[src/rtl/b64e_pkg.sv]
// Shared types, constants and the alphabet lookup for the Base64 stream encoder.
// Used by every module under rtl/. Depends on nothing else.
package b64e_pkg;

    // Group queue depth between front and back, and the widths that follow from it.
    localparam int QDepth = 2;
    localparam int QAw    = (QDepth > 1) ? $clog2(QDepth) : 1;
    localparam int QCw    = $clog2(QDepth + 1);

    localparam logic [7:0] PAD_CHAR   = 8'h3D;  // '='
    localparam logic [7:0] PLUS_CHAR  = 8'h2B;  // '+'
    localparam logic [7:0] SLASH_CHAR = 8'h2F;  // '/'

    // Number of valid bytes in a queued group.
    localparam logic [1:0] NB_ONE   = 2'd1;
    localparam logic [1:0] NB_TWO   = 2'd2;
    localparam logic [1:0] NB_THREE = 2'd3;

    typedef struct packed {
        logic [7:0] data_byte;
        logic       end_of_message;
    } t_in_item;

    typedef struct packed {
        logic [7:0] out_char;
        logic       last_of_group;
        logic       message_done;
    } t_out_item;

    typedef struct packed {
        logic [23:0] bits;
        logic [1:0]  nbytes;
        logic        done;
    } t_group;

    typedef struct packed {
        logic full;
        logic empty;
    } t_q_status;

    function automatic logic [7:0] b64_char(input logic [5:0] idx);
        logic [7:0] c;
        if (idx < 6'd26) begin
            c = 8'h41 + {2'b00, idx};
        end else if (idx < 6'd52) begin
            c = 8'h61 + {2'b00, idx - 6'd26};
        end else if (idx < 6'd62) begin
            c = 8'h30 + {2'b00, idx - 6'd52};
        end else if (idx == 6'd62) begin
            c = PLUS_CHAR;
        end else begin
            c = SLASH_CHAR;
        end
        return c;
    endfunction

endpackage

[src/rtl/base64_stream_encoder.sv]
// Channel   Dir  Handshake                 Payload
// in        in   i_in_valid / o_in_stall   i_in_item  (data_byte, end_of_message)
// out       out  o_out_valid / i_out_stall o_out_item (out_char, last_of_group, message_done)
//
// A byte is taken every cycle while the two-entry group queue has room; the back end
// sends one character per cycle while i_out_stall is low, four characters per group.
// A group passes the queue memory, the group register and the character register.
// Reset (i_rst_n low, synchronous) empties the queue, the fill count and the output.
// An output stall holds the character register; the front keeps taking bytes until
// the queue fills, then raises o_in_stall.
//
// Top level of the Base64 stream encoder: front end, group queue, back end.
// Depends on b64e_pkg, b64e_front, b64e_queue and b64e_back.
module base64_stream_encoder (
    input  logic                 i_clk,
    input  logic                 i_rst_n,
    input  logic                 i_in_valid,
    output logic                 o_in_stall,
    input  b64e_pkg::t_in_item   i_in_item,
    output logic                 o_out_valid,
    input  logic                 i_out_stall,
    output b64e_pkg::t_out_item  o_out_item
);

    logic                 push, pop;
    b64e_pkg::t_group     push_grp, head;
    b64e_pkg::t_q_status  q_status;

    b64e_front u_front (
        .i_clk      (i_clk),
        .i_rst_n    (i_rst_n),
        .i_in_valid (i_in_valid),
        .i_in_item  (i_in_item),
        .i_q_full   (q_status.full),
        .o_in_stall (o_in_stall),
        .o_push     (push),
        .o_push_grp (push_grp)
    );

    b64e_queue u_queue (
        .i_clk      (i_clk),
        .i_rst_n    (i_rst_n),
        .i_push     (push),
        .i_push_grp (push_grp),
        .i_pop      (pop),
        .o_head     (head),
        .o_status   (q_status)
    );

    b64e_back u_back (
        .i_clk       (i_clk),
        .i_rst_n     (i_rst_n),
        .i_head      (head),
        .i_q_empty   (q_status.empty),
        .o_pop       (pop),
        .i_out_stall (i_out_stall),
        .o_out_valid (o_out_valid),
        .o_out_item  (o_out_item)
    );

    a_q_consistent: assert property (@(posedge i_clk) disable iff (!i_rst_n)
        !(q_status.full && q_status.empty))
        else $error("group queue reports full and empty at once");

    a_no_push_full: assert property (@(posedge i_clk) disable iff (!i_rst_n)
        push |-> !q_status.full)
        else $error("front end pushed a group into a full queue");

    a_no_pop_empty: assert property (@(posedge i_clk) disable iff (!i_rst_n)
        pop |-> !q_status.empty)
        else $error("back end popped an empty queue");

    a_done_on_last: assert property (@(posedge i_clk) disable iff (!i_rst_n)
        (o_out_valid && o_out_item.message_done) |-> o_out_item.last_of_group)
        else $error("message end flagged on a character that does not close a group");

endmodule

[src/rtl/b64e_front.sv]
// Front end: accepts input bytes, holds a partial group and pushes complete
// or flushed groups into the group queue. Depends on b64e_pkg.
module b64e_front (
    input  logic                 i_clk,
    input  logic                 i_rst_n,
    input  logic                 i_in_valid,
    input  b64e_pkg::t_in_item   i_in_item,
    input  logic                 i_q_full,
    output logic                 o_in_stall,
    output logic                 o_push,
    output b64e_pkg::t_group     o_push_grp
);

    logic [7:0] r_held0, r_held1;
    logic [1:0] r_fill, n_fill;
    logic       accept;

    assign o_in_stall = i_q_full;
    assign accept     = i_in_valid && !i_q_full;

    always_comb begin
        o_push     = 1'b0;
        o_push_grp = '0;
        n_fill     = r_fill;
        if (accept) begin
            o_push_grp.done = i_in_item.end_of_message;
            if (r_fill == 2'd2) begin
                o_push            = 1'b1;
                o_push_grp.bits   = {r_held0, r_held1, i_in_item.data_byte};
                o_push_grp.nbytes = b64e_pkg::NB_THREE;
                n_fill            = 2'd0;
            end else if (i_in_item.end_of_message) begin
                o_push = 1'b1;
                n_fill = 2'd0;
                if (r_fill == 2'd1) begin
                    o_push_grp.bits   = {r_held0, i_in_item.data_byte, 8'h00};
                    o_push_grp.nbytes = b64e_pkg::NB_TWO;
                end else begin
                    o_push_grp.bits   = {i_in_item.data_byte, 16'h0000};
                    o_push_grp.nbytes = b64e_pkg::NB_ONE;
                end
            end else begin
                n_fill = r_fill + 2'd1;
            end
        end
    end

    always_ff @(posedge i_clk) begin
        if (!i_rst_n) begin
            r_fill <= 2'd0;
        end else begin
            r_fill <= n_fill;
        end
    end

    always_ff @(posedge i_clk) begin
        if (accept && r_fill == 2'd0) begin
            r_held0 <= i_in_item.data_byte;
        end
        if (accept && r_fill == 2'd1) begin
            r_held1 <= i_in_item.data_byte;
        end
    end

endmodule

[src/rtl/b64e_queue.sv]
// Small FIFO of byte-group descriptors between front and back end.
// Depends on b64e_pkg for the group type and depth.
module b64e_queue (
    input  logic                 i_clk,
    input  logic                 i_rst_n,
    input  logic                 i_push,
    input  b64e_pkg::t_group     i_push_grp,
    input  logic                 i_pop,
    output b64e_pkg::t_group     o_head,
    output b64e_pkg::t_q_status  o_status
);

    b64e_pkg::t_group          r_mem [b64e_pkg::QDepth];
    logic [b64e_pkg::QAw-1:0]  r_wr_ptr, r_rd_ptr;
    logic [b64e_pkg::QCw-1:0]  r_count;

    function automatic logic [b64e_pkg::QAw-1:0] ptr_inc(input logic [b64e_pkg::QAw-1:0] p);
        logic [b64e_pkg::QAw-1:0] r;
        if (p == b64e_pkg::QAw'(b64e_pkg::QDepth - 1)) begin
            r = '0;
        end else begin
            r = p + 1'b1;
        end
        return r;
    endfunction

    assign o_status.full  = (r_count == b64e_pkg::QCw'(b64e_pkg::QDepth));
    assign o_status.empty = (r_count == '0);
    assign o_head         = r_mem[r_rd_ptr];

    always_ff @(posedge i_clk) begin
        if (!i_rst_n) begin
            r_wr_ptr <= '0;
            r_rd_ptr <= '0;
            r_count  <= '0;
        end else begin
            if (i_push) begin
                r_wr_ptr <= ptr_inc(r_wr_ptr);
            end
            if (i_pop) begin
                r_rd_ptr <= ptr_inc(r_rd_ptr);
            end
            if (i_push && !i_pop) begin
                r_count <= r_count + 1'b1;
            end else if (!i_push && i_pop) begin
                r_count <= r_count - 1'b1;
            end
        end
    end

    always_ff @(posedge i_clk) begin
        if (i_push) begin
            r_mem[r_wr_ptr] <= i_push_grp;
        end
    end

endmodule

[src/rtl/b64e_back.sv]
// Back end: takes one group at a time from the queue and sends its four characters,
// one per cycle unless the output stalls, through an output register. Depends on b64e_pkg.
module b64e_back (
    input  logic                 i_clk,
    input  logic                 i_rst_n,
    input  b64e_pkg::t_group     i_head,
    input  logic                 i_q_empty,
    output logic                 o_pop,
    input  logic                 i_out_stall,
    output logic                 o_out_valid,
    output b64e_pkg::t_out_item  o_out_item
);

    b64e_pkg::t_group     r_grp;
    logic                 r_busy;
    logic [1:0]           r_idx;
    logic                 r_out_valid;
    b64e_pkg::t_out_item  r_out, n_out;
    logic                 load;
    logic [5:0]           sextet;

    assign load  = !r_out_valid || !i_out_stall;
    // A new group may enter in the same cycle the last character of the current one leaves.
    assign o_pop = !i_q_empty && (!r_busy || (load && r_idx == 2'd3));

    always_comb begin
        case (r_idx)
            2'd0:    sextet = r_grp.bits[23:18];
            2'd1:    sextet = r_grp.bits[17:12];
            2'd2:    sextet = r_grp.bits[11:6];
            default: sextet = r_grp.bits[5:0];
        endcase
        n_out.out_char      = b64e_pkg::b64_char(sextet);
        if ((r_grp.nbytes == b64e_pkg::NB_ONE && r_idx >= 2'd2) ||
            (r_grp.nbytes == b64e_pkg::NB_TWO && r_idx == 2'd3)) begin
            n_out.out_char = b64e_pkg::PAD_CHAR;
        end
        n_out.last_of_group = (r_idx == 2'd3);
        n_out.message_done  = (r_idx == 2'd3) && r_grp.done;
    end

    always_ff @(posedge i_clk) begin
        if (!i_rst_n) begin
            r_busy      <= 1'b0;
            r_idx       <= 2'd0;
            r_out_valid <= 1'b0;
        end else begin
            if (load) begin
                r_out_valid <= r_busy;
            end
            if (o_pop) begin
                r_busy <= 1'b1;
                r_idx  <= 2'd0;
            end else if (load && r_busy) begin
                r_idx <= r_idx + 2'd1;
                if (r_idx == 2'd3) begin
                    r_busy <= 1'b0;
                end
            end
        end
    end

    always_ff @(posedge i_clk) begin
        if (load && r_busy) begin
            r_out <= n_out;
        end
        if (o_pop) begin
            r_grp <= i_head;
        end
    end

    assign o_out_valid = r_out_valid;
    assign o_out_item  = r_out;

endmodule
[config.mk]
export PLATFORM = sky130hd
export DESIGN_NAME = base64_stream_encoder
export DESIGN_NICKNAME = d
export VERILOG_FILES = /design/src/rtl/b64e_pkg.sv /design/src/rtl/base64_stream_encoder.sv /design/src/rtl/b64e_front.sv /design/src/rtl/b64e_queue.sv /design/src/rtl/b64e_back.sv
export SDC_FILE = /design/constraint.sdc
export NUM_CORES = 1
export LEC_CHECK = 0
export BUFFER_PORTS_ARGS = -buffer_cell sky130_fd_sc_hd__buf_4
export CAP_MARGIN = 20
export CORE_AREA = 5 5 148 150
export CTS_CLUSTER_DIAMETER = 60
export DETAILED_ROUTE_END_ITERATION = 8
export DIE_AREA = 0 0 153 155
export PLACE_DENSITY = 0.37
export SLEW_MARGIN = 20
export SYNTH_ARGS = -nofsm -noshare
export SYNTH_HDL_FRONTEND = slang
export SYNTH_SLANG_ARGS = --single-unit
[constraint.sdc]
create_clock -name i_clk -period 3.8 [get_ports i_clk]
set_clock_uncertainty 0.15 [all_clocks]
set_input_delay 0.38 -clock i_clk [delete_from_list [all_inputs] [get_ports i_clk]]
set_output_delay 0.38 -clock i_clk [all_outputs]
set_load 0.01 [all_outputs]
After elaboration in Yosys (flattened, before gate mapping). Memories as Yosys holds them, arrays and structs flattened. A register that Yosys moved wholly into a read port is not among the register bits. Cells that the tools add are included.

$add $sub $neg: 11. $lt $le $gt $ge: 4. Eq/ne operators: 9. Muxes and demuxes: 23. Bitwise logic cells: 1. Reduce and logical (&&, ||, !) cells: 29.

Operators by type and width (count): $mux W26 (3); $mux W27 (1); $mux W8 (3); $pmux W6 S3 (1); $add A7 B6 Y8 const A (2); $lt A6 B6 Y1 const B (2); $logic_and A1 B1 Y1 (11); $eq A2 B2 Y1 const B (5); $mux W1 (10); $mux W2 (4); $add A6 B6 Y7 const A (1); $logic_not A1 Y1 (7); $add A2 B1 Y2 const B (3); $eq A2 B1 Y1 const B (3); $eq A6 B6 Y1 const B (1); $logic_not A2 Y1 (3); $lt A6 B5 Y1 const B (1); $reduce_bool A2 Y1 (3); $sub A6 B5 Y6 const B (1); $sub A6 B6 Y6 const B (1); $logic_or A1 B1 Y1 (3); $mux W3 (1); $add A1 B1 Y1 const B (2); $ge A2 B2 Y1 const B (1); other kinds (4) (4).

Register bits after elaboration: 36. RAM bits: 54. Output and inout port bits: 12. Word-level logic and storage cells: 90. Memories kept: 1.

Memories: u_queue.r_mem (depth 2, width 27, rd ports 1, clocked after memory_dff 1, write ports 1, line b64e_queue.sv:13) `b64e_pkg::t_group r_mem [b64e_pkg::QDepth];`.

Longest topological paths before layout. Gate-level depths: netlist of run 1.

Depth after elaboration: 8. Depth in mapped cells: 12. Gate-level depth less buffers: 11.

By module. From an unflattened synthesis of run 1, not the netlist that was laid out.

Cells, all modules: 370. Area, all modules: 5375.2 sq um.

By module, submodules not included: b64e_queue (instances 1, cells an instance 106, area an instance 2164.6 sq um, sequential area each 1721.7 sq um); b64e_back (instances 1, cells an instance 170, area an instance 2098.3 sq um, sequential area each 1191.1 sq um); b64e_front (instances 1, cells an instance 94, area an instance 1112.3 sq um, sequential area each 520.5 sq um).

Worst setup path after synthesis of run 1. OpenSTA, ideal clock, no wires.

Kind: reg2reg. From: reg u_queue.r_count[0] (netlist bit). To: mem u_queue.r_mem[0][0] (netlist bit), enable pin. Setup time: 447 ps. Data arrival time: 2634 ps. Data required time: 3203 ps. Setup slack: 568 ps. Cell stages (with the launch flop): 4. Path buffers: 0. Path through: dfxtp_1 nand2b_1 nand2_1 nor3_1.

Longest elaborated chain between the ends: 6.

RTL lines: start, declared (line b64e_queue.sv:15) `logic [b64e_pkg::QCw-1:0] r_count;`; start signal, assigned (line b64e_queue.sv:44) `r_count <= r_count + 1'b1;`; start signal, assigned (line b64e_queue.sv:46) `r_count <= r_count - 1'b1;`; $eq A2 B2 Y1 (line b64e_queue.sv:27) `assign o_status.full = (r_count == b64e_pkg::QCw'(b64e_pkg::QDepth));`; $logic_not A1 Y1 (line b64e_front.sv:19) `assign accept = i_in_valid && !i_q_full;`; $logic_and A1 B1 Y1 (line b64e_front.sv:19); $mux W1 (line b64e_front.sv:25) `if (accept) begin`; $mux W1 (line b64e_queue.sv:52) `if (i_push) begin`; $mux W1 (not written as such) (line b64e_queue.sv:53) `r_mem[r_wr_ptr] <= i_push_grp;`; end, declared (line b64e_queue.sv:13).

Every way passes these cells.

==> out/results.tsv, run 1 <==
metric	value	unit
nFillCells	2090	
post-place-cells	652	
hold_slack	0.03598	ns
die_h	155	um
boundaryPins	25	
combPwrFrac	33.6	%
seqCellArea	0.003413	mm2
grt_overflow_total	0	
p_leak	0.002198	uW
setup_tns	0	ns
period_share	91.82	%
cp_data_arrival_time	3.50	ns
critPathLaunch	u_back.r_idx[0]	
path_cells	ha_1, mux2i_2, inv_1, ha_1, nand2b_1, nor2_2, maj3_2, or3_1, a31o_1	
p_per_area	790.9	mW/mm2
synthArstFlopShare	0	%
ys_seq_area_share	65.67	%
p_int	3362	uW
max_stage_delay	0.72	ns
cts.sinks	117	
syn-instance-count	360	
synth_ff_type	edfxtp_1	
crit_top_cell	ha_1	
io_buffers	24	
finalHoldViolCount	0	
worst_pin_slew	0.9257	ns
cts_buffers	17	
max-vdd-ir-drop	0.0003262	V
min_from	i_in_item[1]	
synth_compound_area_share	10.57	%
hold_class	input port to flop	
yosys_warnings	0	
relSlewSlack	38.25	%
syn_area_per_cell	14.44	um2
num-nets-final	424	
crit_cells	9	
ys_ff_latch	117	
grt_pass1_wl	17600	um
multi_input_area	0.001655	mm2
clk_latency	0.41	ns
clkSlewWorstSetupHoldPaths	0.06	ns
grt_usage	9.770	%
drt-pass1-iter-count	6	
wl_per_cell	15.75	um
swShare	31.66	%
crit_fanout	12	
layout.cells.non_filler	682	
p_seq_share	38.1	%
post_cts_buffers	0	
crit_family	adder cells	
yosys.area_share.simple	8.065	%
path_buf_inv	1	
antenna_found_initial	0	
setup_viol	0	
rows	53	
crit_path_end_kind	flop	
grt_pass1_vias	3065	
synth_nets	388	
cp.required	3.81	ns
drive_gt1_share	23.10	%
rr_endpoint	u_back.o_out_item[6]	
totalWireLength	10740	um
synth.distinct_cells	50	
slowest_stage	mux2i_2	
syn2layout_area_growth	19.69	%
ff2ff_path_depth	9	
cts_tree	built	
grt_max_degree	29	
syn-cell-area	0.005197	mm2
timing.rr.start	u_back.r_idx[0]	
via_per_inst	4.218	
synth_xor_area_share	1.685	%
place_hpwl	7350	um
diodes	0	
cts_resized	0	
dr_total_vias	2877	
clockBufferDepth	2	
place_congestion	0.7658	
clkPwrFrac	28.3	%
synth-adder-area-share	3.828	%
maxCapViolCount	0	
dieArea	0.02372	mm2
start_kind	flop	
drc	0	
h-tree-depth	4	
hold-path-cell-count	1	
fmax	286.6	MHz
period_needed	3.489	ns
die_w	153	um
synth_top_family_by_area	compound AO/OA/AOI/OAI gates	
synth-edff-count	107	
start_util	25.28	%
muxShareOfSynthArea	7.607	%
totalPowerFinal	4920	uW
drt_iter0_markers	187	
final_common_cell	edfxtp_1	
hold_buffers	0	
drv_slew	0	
core	0.02056	mm2
final_cell_mix	edfxtp_1 (107), buf_4 (31), mux2_2 (29)	
cts-root-buf	clkbuf_16	
status	completed	
r2r_slack	0.31	ns
critPathKind	flop to flop	
rsz0062_at_grt	no	
p_switching	1558	uW
hold_end	u_front.r_held1[0]	
ant_nets	0	
-- cell usage after synthesis (all sizes together), types with 2 or more instances --
cell type	number	area share, %
a21boi	4	0.65
a21oi	9	1.1
a222oi	6	1.2
a22o	18	3.0
a22oi	8	1.2
a31oi	2	0.24
a32o	2	0.39
and2	14	1.7
and3	5	0.60
buf	4	0.51
clkbuf	10	0.72
dfxtp	10	3.9
edfxtp	107	62
ha	15	3.6
inv	18	1.3
mux2	30	6.6
mux2i	5	1.0
nand2	14	1.0
nand2b	3	0.36
nand3	3	0.29
nor2	24	1.8
nor2b	4	0.48
nor3	5	0.48
o211ai	3	0.43
o21a	2	0.29
o21ai	5	0.48
o21bai	3	0.43
o311ai	2	0.34
or3	5	0.70
xnor2	8	1.3
xor2	2	0.34
-- metal layers --
metal	wire (um)	share of wire (%)	GRT usage, %	up-vias
li1	-	-	-	1446
met1	5083	47	12.28	1375
met2	5141	48	15.60	41
met3	314	2.9	2.921	15
met4	203	1.9	4.455	0
met5	0	0	0	-
-- cell type report --
class / instances / share of cell area (%)
sequential: 117 / 54.87
tap: 275 / 5.531
inverter: 18 / 1.126
timing repair buffer: 31 / 3.741
multi-input combinational: 211 / 26.61
clock buffer: 22 / 7.140
clock inverter: 8 / 0.9855
-- registers in the layout, summed over array words and instances, names as in the netlist --
name,cells
u_back.r_busy,1
u_queue.r_mem,54
u_front.r_fill,2
u_queue.r_rd_ptr,1
u_back.r_grp,27
u_front.r_held1,8
u_back.r_idx,2
u_queue.r_count,2
u_front.r_held0,8
u_queue.r_wr_ptr,1
u_back.o_out_valid,1
u_back.o_out_item,10
-- power groups by stage --
stage          Sequential (uW)  Combinational [uW]  Clock (uW)
4_1_cts                   1880                1680        1430
6_report                  1880                1650        1390
2_1_floorplan             1900                1180           0
5_1_grt                   1910                1860        1500
3_5_place_dp              1900                1670           0
3_3_place_gp              1900                1690           0
-- worst register-to-register path: stages (launching register included) --
cell and delay [ns]:
dfxtp_1 0.39, ha_1 0.45, mux2i_2 0.72, inv_1 0.20
ha_1 0.26, nand2b_1 0.17, nor2_2 0.05, maj3_2 0.33
or3_1 0.31, a31o_1 0.21
-- through the flow --
stage / utilization, % / instance area [um2] / worst slack, ns
finish: 30.26 / 6221 / 0.3110
global route: 30.26 / 6221 / 0.08661
CTS: 30.26 / 6221 / 0.3295
detailed placement: 27.80 / 5715 / 0.3363
global placement: 27.80 / 5715 / 0.2846
floorplan: - / 5197 / 0.5683
-- cell families after synthesis --
| group | Yosys count |
|---|---|
| AOI/OAI and AO/OA | 69 |
| xor gates and xnor gates | 10 |
| adders and majority gates | 16 |
| buffers and inverters | 32 |
| DFF | 117 |
| muxes | 35 |
| and+or+nand+nor | 81 |
-- worst max path at each step --
| stage | to | slack (ns) |
|---|---|---|
| 3_3_place_gp | u_back.o_out_item[6] | 0.28 |
| 4_1_cts | u_back.o_out_item[6] | 0.33 |
| 5_1_grt | u_back.o_out_item[6] | 0.09 |
| 3_5_place_dp | u_back.o_out_item[6] | 0.34 |
| 6_report | u_back.o_out_item[6] | 0.31 |
| 2_1_floorplan | u_queue.r_mem[0][0] | 0.57 |
No activity file was read; power rests on OpenSTA's default activity.
==> run 2, diff against run 1 <==
ABC_AREA = 1   (was not set)
CORE_AREA = 5 5 150 152   (was 5 5 148 150)
DIE_AREA = 0 0 155 157   (was 0 0 153 155)
SKIP_CTS_REPAIR_TIMING = 1   (was not set)
clock period = 3.6 ns   (was 3.8 ns; I/O delays follow)
==> out/results.tsv, run 2 <==
metric	value	unit	change
io_buffers	24		unchanged
max_stage_delay	0.40	ns	-0.32 ns
ys_ff_latch	117		unchanged
crit_family	simple AND/OR/NAND/NOR gates		
dr_total_vias	3346		+16%
status	completed		
maxCapViolCount	0		unchanged
yosysTopAreaCell	edfxtp_1		
crit_cells	10		+1
layout.cells.non_filler	825		+21%
antenna_found_initial	0		unchanged
max-vdd-ir-drop	0.0004267	V	+31%
ys_top_cells_by_area	edfxtp_1 (60%), nand2_1 (12%), dfxtp_1 (3.8%)		
relSlewSlack	42.41	%	+4.2 points
rsz0062_at_grt	no		
ys_seq_area_share	63.95	%	-1.7 points
synth_top_area_share	60.20	%	-1.6 points
wl_per_cell	13.74	um	-13%
clockBufferDepth	2		unchanged
synth.distinct_cells	34		-32%
drc	0		unchanged
synth-edff-count	107		unchanged
grt_overflow_total	0		unchanged
largest_register_ffs	54		unchanged
fmax	380.1	MHz	+33%
place_congestion	0.7596		-0.81%
ant_nets	0		unchanged
synth_ff_type	edfxtp_1		
p_per_area	928.3	mW/mm2	+17%
totalWireLength	11340	um	+5.5%
rows	53		unchanged
synth_most_common_cell	nand2_1		
syn-instance-count	490		+36%
yosys_warnings	0		unchanged
syn_area_per_cell	10.89	um2	-25%
syn-cell-area	0.005338	mm2	+2.7%
die_w	155	um	+1.3%
final_cell_mix	nand2_1 (165), edfxtp_1 (107), buf_4 (32)		
cts_tree	built		
diodes	0		unchanged
synth_common_cells	nand2_1 (165), edfxtp_1 (107), inv_1 (30), nor2_1 (27), o21ai_0 (25)		
synth_nets	518		+34%
syn2layout_area_growth	23.14	%	
cts_buffers	17		unchanged
num-nets-final	566		+33%
slowest_stage	dfxtp_1		
core	0.02089	mm2	+1.6%
finalHoldViolCount	0		unchanged
setup_tns	0	ns	unchanged
cp_data_arrival_time	2.64	ns	-0.86 ns
start_kind	flop		
worst_pin_slew	0.8585	ns	-0.06713 ns
crit_path_end_kind	flop		
synthArstFlopShare	0	%	unchanged
crit_fanout	11		-1
path_buf_inv	2		+1
via_per_inst	4.056		-3.9%
setup_viol	0		unchanged
start_util	25.55	%	+0.27 points
cp.required	3.61	ns	-0.20 ns
post-place-cells	786		+21%
grt_pass1_vias	3409		+11%
path_cells	ha_1, inv_2, or2_4, nand2_4, inv_2, ha_1, nor2_1, nand3_2, nand4_1, nand2_1		
grt_usage	9.891	%	+0.12 points
period_share	73.07	%	-19 points
final_util	31.46	%	+1.2 points
h-tree-depth	4		unchanged
drive_gt1_share	18.91	%	-4.2 points
top_register	u_queue.r_mem		
p_leak	0.002585	uW	+18%
drv_slew	0		unchanged
final_common_cell	nand2_1		
die_h	157	um	+1.3%
drt-pass1-iter-count	5		-1
nFillCells	2155		+3.1%
clk_latency	0.41	ns	about the same
grt_max_degree	31		+6.9%
drt_iter0_markers	151		-19%
clkSlewWorstSetupHoldPaths	0.06	ns	about the same
critPathKind	flop to flop		
period_needed	2.631	ns	-0.8584 ns
place_hpwl	8321	um	+13%
cts-root-buf	clkbuf_16		
boundaryPins	25		unchanged
dieArea	0.02434	mm2	+2.6%
hold-path-cell-count	1		unchanged
hold_class	input port to flop		
cts.sinks	117		unchanged
ff2ff_path_depth	10		+1
grt_pass1_wl	18280	um	+3.9%
run 2: area by class of cell:
cell class                      count  area (um2)  area share [%]
Clock buffer                       18       429.2           6.530
Clock inverter                     13       196.4           2.989
Inverter                           39       148.9           2.265
Multi-Input combinational cell    324        1730           26.33
Sequential cell                   117        3413           51.93
Tap cell                          275       344.1           5.235
Timing Repair Buffer               39       310.3           4.721
run 2: cell families (layout without fill, tap and decap cells):
kind of cell | count (synthesis) | after routing | share of synthesized area, %
fa+ha+maj | 15 | 15 | 3.516
xor+xnor | 4 | 4 | 0.6563
buf+inv | 49 | 109 | 3.798
flops | 117 | 117 | 63.95
simple gates | 246 | 246 | 21.14
compound gates | 59 | 59 | 6.939
run 2: path summary, 6_finish.rpt:
path / startpoint / endpoint / slack (ns)
setup reg to reg: u_back.r_idx[1] / u_back.o_out_item[6] / 0.97
hold / removal: i_in_item[1] / u_front.r_held0[0] / 0.01
hold reg to reg: u_back.r_busy / u_back.o_out_valid / 0.34
setup / recovery: u_back.r_idx[1] / u_back.o_out_item[6] / 0.97
run 2: through the flow:
step	instance area, um2	total power [uW]	hold WS, ns	setup WS [ns]
floorplan	5338	3731	0.3064	0.1945
global placement	5869	4400	0.3363	0.9786
detailed placement	5869	4405	0.3311	0.8838
CTS	6495	6214	-0.01643	0.8859
global route	6573	6570	0.009387	0.7412
finish	6573	6101	0.01313	0.9693
run 2: per-layer routing:
metal  track usage [%]  wire, um  up-vias
met5                 0         0        -
li1                  -         -     1755
met1             12.42      5401     1545
met4             3.785       131        0
met2             16.42      5512       38
met3             2.557       292        8
run 2: report_power, final:
| group | internal [uW] | total, uW | leakage [uW] | switching (uW) |
|---|---|---|---|---|
| logic | 723 | 2180 | 0.00119 | 1450 |
| registers | 2010 | 2140 | 0.00109 | 134 |
| clock network | 1170 | 1780 | 0.000298 | 616 |
run 2: worst register-to-register path: cells and delay by family (launching register included):
| kind | cells | cell delay, ns |
|---|---|---|
| AND/OR/NAND/NOR | 6 | 0.97 |
| buffers and inverters | 2 | 0.26 |
| adder cells (fa/ha/maj) | 2 | 0.61 |
| flip-flops | 1 | 0.40 |
